$ cat src/hw/rtl/brpg_pkg.sv
`timescale 1ns / 1ps
// ----------------------------------------------------------------------------
// brpg_pkg
// Types and constants shared by the breathing rainbow pixel generator.
// ----------------------------------------------------------------------------
package brpg_pkg;

  // Configuration register indexes
  localparam logic REG_BRIGHTNESS_CEILING = 1'b0;
  localparam logic REG_STRIP_LENGTH       = 1'b1;

  localparam logic OP_MATRIX = 1'b0;
  localparam logic OP_STRIP  = 1'b1;

  localparam logic [7:0]  CEILING_RESET = 8'd128;
  localparam logic [15:0] STRIP_RESET   = 16'd0;

  // Breathing wave
  localparam logic [7:0] SCALE_FLOOR = 8'd100;
  localparam logic [7:0] SCALE_SLOPE = 8'd155;

  // Hue sectors are 43 hue steps wide
  localparam logic [7:0] SECTOR_SPAN = 8'd43;
  localparam logic [7:0] FULL_LEVEL  = 8'hFF;

  localparam logic [2:0] SECTOR_RED_UP     = 3'd0;
  localparam logic [2:0] SECTOR_RED_DOWN   = 3'd1;
  localparam logic [2:0] SECTOR_BLUE_UP    = 3'd2;
  localparam logic [2:0] SECTOR_GREEN_DOWN = 3'd3;
  localparam logic [2:0] SECTOR_RED_RISE   = 3'd4;

  typedef struct packed {
    logic        op;
    logic [15:0] pixel_index;
    logic [31:0] now_ms;
  } brpg_req_t;

  typedef struct packed {
    logic [7:0] red;
    logic [7:0] green;
    logic [7:0] blue;
    logic       index_ok;
  } brpg_res_t;

endpackage

$ cat src/hw/rtl/breathing_rainbow_pixel_generator.sv
`timescale 1ns / 1ps
// ----------------------------------------------------------------------------
// breathing_rainbow_pixel_generator
// Per-pixel rainbow color with a triangle breathing brightness, by integer
// six-sector HSV to RGB at full saturation.
// ----------------------------------------------------------------------------
//  Channel   Ports                               Handshake
//  request   start, busy, in_req                 taken when start & !busy
//  result    out_strobe, out_res                 one-cycle strobe, no stall
//  config    cfg_we, cfg_index, cfg_data         written when cfg_we
//
//  Four register stages: hue/index check, breathing scale, level and sector,
//  then the two color products and the output register. A request is taken
//  every cycle. busy is never raised; the receiver cannot stall, so nothing
//  waits.
//  Reset (rst_n low, synchronous) clears the stage valid bits and loads the
//  brightness ceiling with 128 and the strip length with 0.
// ----------------------------------------------------------------------------
module breathing_rainbow_pixel_generator #(
  parameter int MATRIX_SIDE = 8
) (
  input  logic               clk,
  input  logic               rst_n,
  input  logic               start,
  output logic               busy,
  input  brpg_pkg::brpg_req_t in_req,
  output logic               out_strobe,
  output brpg_pkg::brpg_res_t out_res,
  input  logic               cfg_we,
  input  logic               cfg_index,
  input  logic [15:0]        cfg_data
);
  import brpg_pkg::*;

  localparam int YW = (MATRIX_SIDE > 1) ? $clog2(MATRIX_SIDE) : 1;
  localparam logic [16:0] MATRIX_PIXELS = 17'(MATRIX_SIDE * MATRIX_SIDE);

  logic [7:0]  ceiling_r;
  logic [15:0] strip_len_r;

  logic        accept;

  // stage 1
  logic [YW-1:0] row;
  logic [YW-1:0] col;
  logic [7:0]    idx_lo;
  logic [4:0]    diag;
  logic [7:0]    base_hue;
  logic [7:0]    strip_ofs;
  logic [8:0]    phase;
  logic          ok_nxt;
  logic [7:0]    hue_nxt;
  logic [7:0]    tri_nxt;
  logic          v1_r;
  logic          ok1_r;
  logic [7:0]    hue1_r;
  logic [7:0]    tri1_r;

  // stage 2
  logic [15:0] slope_prod;
  logic [7:0]  scale_nxt;
  logic        v2_r;
  logic        ok2_r;
  logic [7:0]  hue2_r;
  logic [7:0]  scale2_r;

  // stage 3
  logic [15:0] level_prod;
  logic [2:0]  sector_nxt;
  logic [7:0]  rem;
  logic [7:0]  frac_nxt;
  logic        v3_r;
  logic        ok3_r;
  logic [7:0]  level3_r;
  logic [2:0]  sector3_r;
  logic [7:0]  frac3_r;

  // stage 4
  logic [15:0] fall_prod;
  logic [15:0] rise_prod;
  logic [7:0]  fall;
  logic [7:0]  rise;
  brpg_res_t   res_nxt;
  logic        out_strobe_r;
  brpg_res_t   out_res_r;

  assign busy   = 1'b0;
  assign accept = start & ~busy;

  // Configuration registers
  always_ff @(posedge clk) begin
    if (!rst_n) begin
      ceiling_r   <= CEILING_RESET;
      strip_len_r <= STRIP_RESET;
    end else if (cfg_we) begin
      unique case (cfg_index)
        REG_BRIGHTNESS_CEILING: ceiling_r   <= cfg_data[7:0];
        REG_STRIP_LENGTH:       strip_len_r <= cfg_data;
        default:                ;
      endcase
    end
  end

  // Stage 1: index check, hue and triangle phase
  assign idx_lo = in_req.pixel_index[7:0];

  always_comb begin
    row = '0;
    for (int r = 1; r < MATRIX_SIDE; r++) begin
      if (idx_lo >= 8'(r * MATRIX_SIDE)) begin
        row = YW'(row + 1'b1);
      end
    end
  end

  assign col       = YW'(idx_lo - 8'(32'(row) * MATRIX_SIDE));
  assign diag      = 5'(col) + 5'(row);
  assign base_hue  = in_req.now_ms[11:4];
  // index * 24 wrapped to 8 bits
  assign strip_ofs = {5'(idx_lo[4:0] * 5'd3), 3'b000};
  assign phase     = in_req.now_ms[11:3];

  always_comb begin
    if (in_req.op == OP_MATRIX) begin
      ok_nxt  = ({1'b0, in_req.pixel_index} < MATRIX_PIXELS);
      hue_nxt = base_hue + {diag[3:0], 4'b0000};
    end else begin
      ok_nxt  = (in_req.pixel_index < strip_len_r);
      hue_nxt = base_hue + strip_ofs;
    end
    // fold the upper half of the phase back down
    tri_nxt = phase[8] ? ~phase[7:0] : phase[7:0];
  end

  always_ff @(posedge clk) begin
    if (!rst_n) begin
      v1_r <= 1'b0;
    end else begin
      v1_r <= accept;
    end
  end

  always_ff @(posedge clk) begin
    ok1_r  <= ok_nxt;
    hue1_r <= hue_nxt;
    tri1_r <= tri_nxt;
  end

  // Stage 2: breathing scale
  assign slope_prod = tri1_r * SCALE_SLOPE;
  assign scale_nxt  = SCALE_FLOOR + slope_prod[15:8];

  always_ff @(posedge clk) begin
    if (!rst_n) begin
      v2_r <= 1'b0;
    end else begin
      v2_r <= v1_r;
    end
  end

  always_ff @(posedge clk) begin
    ok2_r    <= ok1_r;
    hue2_r   <= hue1_r;
    scale2_r <= scale_nxt;
  end

  // Stage 3: level, sector and fraction
  assign level_prod = ceiling_r * scale2_r;

  always_comb begin
    sector_nxt = '0;
    for (int s = 1; s < 6; s++) begin
      if (hue2_r >= 8'(s * SECTOR_SPAN)) begin
        sector_nxt = 3'(s);
      end
    end
    rem      = hue2_r - 8'(sector_nxt * SECTOR_SPAN);
    frac_nxt = 8'(rem * 8'd6);
  end

  always_ff @(posedge clk) begin
    if (!rst_n) begin
      v3_r <= 1'b0;
    end else begin
      v3_r <= v2_r;
    end
  end

  always_ff @(posedge clk) begin
    ok3_r     <= ok2_r;
    level3_r  <= level_prod[15:8];
    sector3_r <= sector_nxt;
    frac3_r   <= frac_nxt;
  end

  // Stage 4: ramps and sector select
  assign fall_prod = level3_r * (FULL_LEVEL - frac3_r);
  assign rise_prod = level3_r * frac3_r;
  assign fall      = fall_prod[15:8];
  assign rise      = rise_prod[15:8];

  always_comb begin
    res_nxt = '0;
    unique case (sector3_r)
      SECTOR_RED_UP: begin
        res_nxt.red   = level3_r;
        res_nxt.green = rise;
      end
      SECTOR_RED_DOWN: begin
        res_nxt.red   = fall;
        res_nxt.green = level3_r;
      end
      SECTOR_BLUE_UP: begin
        res_nxt.green = level3_r;
        res_nxt.blue  = rise;
      end
      SECTOR_GREEN_DOWN: begin
        res_nxt.green = fall;
        res_nxt.blue  = level3_r;
      end
      SECTOR_RED_RISE: begin
        res_nxt.red  = rise;
        res_nxt.blue = level3_r;
      end
      default: begin
        res_nxt.red  = level3_r;
        res_nxt.blue = fall;
      end
    endcase
    // drop the color for an index outside the target
    if (!ok3_r) begin
      res_nxt = '0;
    end else begin
      res_nxt.index_ok = 1'b1;
    end
  end

  always_ff @(posedge clk) begin
    if (!rst_n) begin
      out_strobe_r <= 1'b0;
    end else begin
      out_strobe_r <= v3_r;
    end
  end

  always_ff @(posedge clk) begin
    out_res_r <= res_nxt;
  end

  assign out_strobe = out_strobe_r;
  assign out_res    = out_res_r;

endmodule
$ cat config.mk
export PLATFORM = sky130hd
export DESIGN_NAME = breathing_rainbow_pixel_generator
export DESIGN_NICKNAME = d
export VERILOG_FILES = /design/src/hw/rtl/brpg_pkg.sv /design/src/hw/rtl/breathing_rainbow_pixel_generator.sv
export SDC_FILE = /design/constraint.sdc
export NUM_CORES = 1
export LEC_CHECK = 0
export BUFFER_PORTS_ARGS = -buffer_cell sky130_fd_sc_hd__buf_2
export CORE_ASPECT_RATIO = 1.2
export CORE_MARGIN = 2
export CORE_UTILIZATION = 30
export CTS_CLUSTER_SIZE = 16
export DETAILED_ROUTE_END_ITERATION = 8
export PLACE_DENSITY = 0.54
export SYNTH_ARGS = -nofsm -noshare
export SYNTH_HDL_FRONTEND = slang
export SYNTH_SLANG_ARGS = --single-unit
$ cat constraint.sdc
create_clock -name clk -period 10.09 [get_ports clk]
set_input_delay 2.5225 -clock clk [delete_from_list [all_inputs] [get_ports clk]]
set_output_delay 2.5225 -clock clk [all_outputs]
set_load 0.005 [all_outputs]
==> metrics.yaml <==
clk_pin_slew_ps: 80
synth_area_um2: 11900
period_minus_slack_ps: 7350
place.detailed.hpwl_mm: 21.3
highest_layer: "met4"
cp-end-kind: "flop"
syn_area_per_cell_um2: 8.70
synthSimpleGateAreaFrac_pct: 14.9
finalClockSkew_ps: 12.9
synth_fa_ha_area_share_pct: 40.4
cts_hold_buf: 0
hold_violations: 0
grt_max_degree: 29
critPathKind: "in2reg"
muxShareOfSynthArea_pct: 0.808
grt_pass1_vias: 9596
yosysTopAreaCellShare_pct: 20.2
area.growth.synth_to_final_pct: 10.0
antenna_found_initial: 0
synthTopCellsByArea: "fa_1, ha_1, dfxtp_1"
ys_ff_latch: 106
wl_mm: 25.9
initialDrtViolationCount: 329
ys.flop_type: "dfxtp_1"
synth_top_family_by_area: "adder cells"
num_io_pins: 97
fmax_ghz: 0.136
rsz0062_at_grt: "no"
via_per_inst: 4.58
gp_congestion: 0.802
fin_tns_setup_ps: 0
netlist_instances: 1370
ys_seq_area_share_pct: 17.8
routed-wl-met2_mm: 13.2
routed-wl-met3_mm: 1.01
drv_slew: 0
cp_top_family: "adder cells"
routed-via-count: 8944
synth_xor_area_share_pct: 5.41
clkSinkCount: 106
track_usage_pct: 13.4
die_area_um2: 41300
worst_ep_required_time_ps: 10350
ys_types: 63
stdcell_count: 1952
synth-compound-area-share_pct: 11.6
root_buffer: "clkbuf_16"
start_util_pct: 30.2
cts_buffers: 9
rows: 80
critical_path_buf_inv_count: 3
yosysMostFrequentCell: "inv_1"
utilization_pct: 33.2
hp-class: "reg2reg"
fp.coreArea_um2: 39400
met1Wirelength_mm: 11.3
fillers: 4223
cts_tree: "done"
grt_pass1_wl_mm: 45.0
crit_top_cell: "ha_1"
place.port_buffers: 72
drc: 0
ant_nets: 0
wl_per_cell_um: 13.3
final_nets: 1795
syn_nets: 1751
grt_overflow_total: 0
critPathMaxFanout: 6
die_y_um: 222
slowest_delay_ps: 460
finalSetupViolCount: 0
min_period_over_period_pct: 72.8
h-tree-depth: 3
drt_first_pass_iters: 5
critPathLaunchType: "input port"
synthTopCellsByCount: "inv_1, ha_1, nand2_1"
post_cts_buffers: 0
drive_gt1_share_pct: 7.54
hold_slack_ps: 331
cap_violations: 0
yosys_warnings: 0
arrival_ps: 7610
cts_resized: 0
diodes: 0
post-place-cells: 1936
netlist.top_cell.by_area: "fa_1"
clock_latency_ps: 370
slew_headroom_pct: 42.8
async_flop_share_pct: 0
status: "complete, no violations"
slowest_stage: "fa_1"
worst_pin_slew_ps: 836
die_w_um: 186
clock_path_buffers: 2
synth_edf_count: 0
[flip-flops by register name, indices dropped and copies added, names as in the netlist]
name	cells
hue1_r	8
scale2_r	8
sector3_r	3
v3_r	1
frac3_r	7
hue2_r	8
v2_r	1
out_strobe	1
ok2_r	1
tri1_r	8
strip_len_r	16
ok1_r	1
level3_r	8
v1_r	1
ceiling_r	8
out_res	25
ok3_r	1
[kinds of logic after synthesis]
group,after synthesis
AOI/OAI and AO/OA,211
xor gates and xnor gates,72
adders and majority gates,313
buffers and inverters,289
DFF,106
muxes,9
other,1
and+or+nand+nor,369
[placed cells by master, fill, tap and decap left out, drive strengths merged, types with 4 or more instances in the layout]
| cell type | count |
|---|---|
| inv | 253 |
| ha | 191 |
| nand2 | 136 |
| fa | 120 |
| dfxtp | 106 |
| buf | 73 |
| nor2 | 71 |
| and2 | 65 |
| o21ai | 61 |
| a21oi | 51 |
| xnor2 | 47 |
| nand2b | 31 |
| xor2 | 24 |
| a21boi | 23 |
| nor2b | 21 |
| nand3 | 17 |
| a21o | 14 |
| a211oi | 9 |
| clkbuf | 9 |
| nor3 | 8 |
| o211ai | 6 |
| a222oi | 6 |
| and3 | 5 |
| mux2 | 5 |
| a22oi | 4 |
| mux2i | 4 |
| o21a | 4 |
| or2 | 4 |
[worst reg2reg max path: cells and delay by family, from the launching register on]
kind / cells / cell delay [ps]
compound gates: 3 / 1150
fa+ha+maj: 5 / 2290
buf+inv: 3 / 590
flops: 1 / 690
simple gates: 5 / 820
[layout make-up]
cell class / count / area (um2) / area share [%]
clock buffers: 9 / 225 / 1.72
flip-flops and latches: 106 / 2120 / 16.2
repair buffers: 73 / 368 / 2.81
multi-input cells: 975 / 8710 / 66.4
inverters: 249 / 935 / 7.13
clock inverters: 7 / 88.8 / 0.678
well taps: 533 / 667 / 5.09
[final timing paths]
path,slack [ps],endpoint,from,cells after the start
worst max-delay path,2740,hue1_r[7],in_req[33],25
worst min-delay path,330,hue2_r[2],hue1_r[2],0
worst max register to register,4370,out_res[19],level3_r[6],16
worst min register to register,330,hue2_r[2],hue1_r[2],0
[stage by stage]
stage / setup slack [ps] / area [um2]
6_report: 2740 / 13100
5_1_grt: 2280 / 13100
4_1_cts: 2710 / 13100
3_5_place_dp: 2300 / 12800
3_3_place_gp: 2380 / 12800
2_1_floorplan: 2860 / 11900
[metal layers]
| layer | vias up | track usage [%] |
|---|---|---|
| met1 | 4304 | 16.0 |
| li1 | 4480 | - |
| met2 | 139 | 24.4 |
| met5 | - | 0 |
| met3 | 21 | 2.34 |
| met4 | 0 | 3.33 |
Power is not shown: default switching activity piles up to over one toggle a cycle in this logic, so the estimate is an artifact.
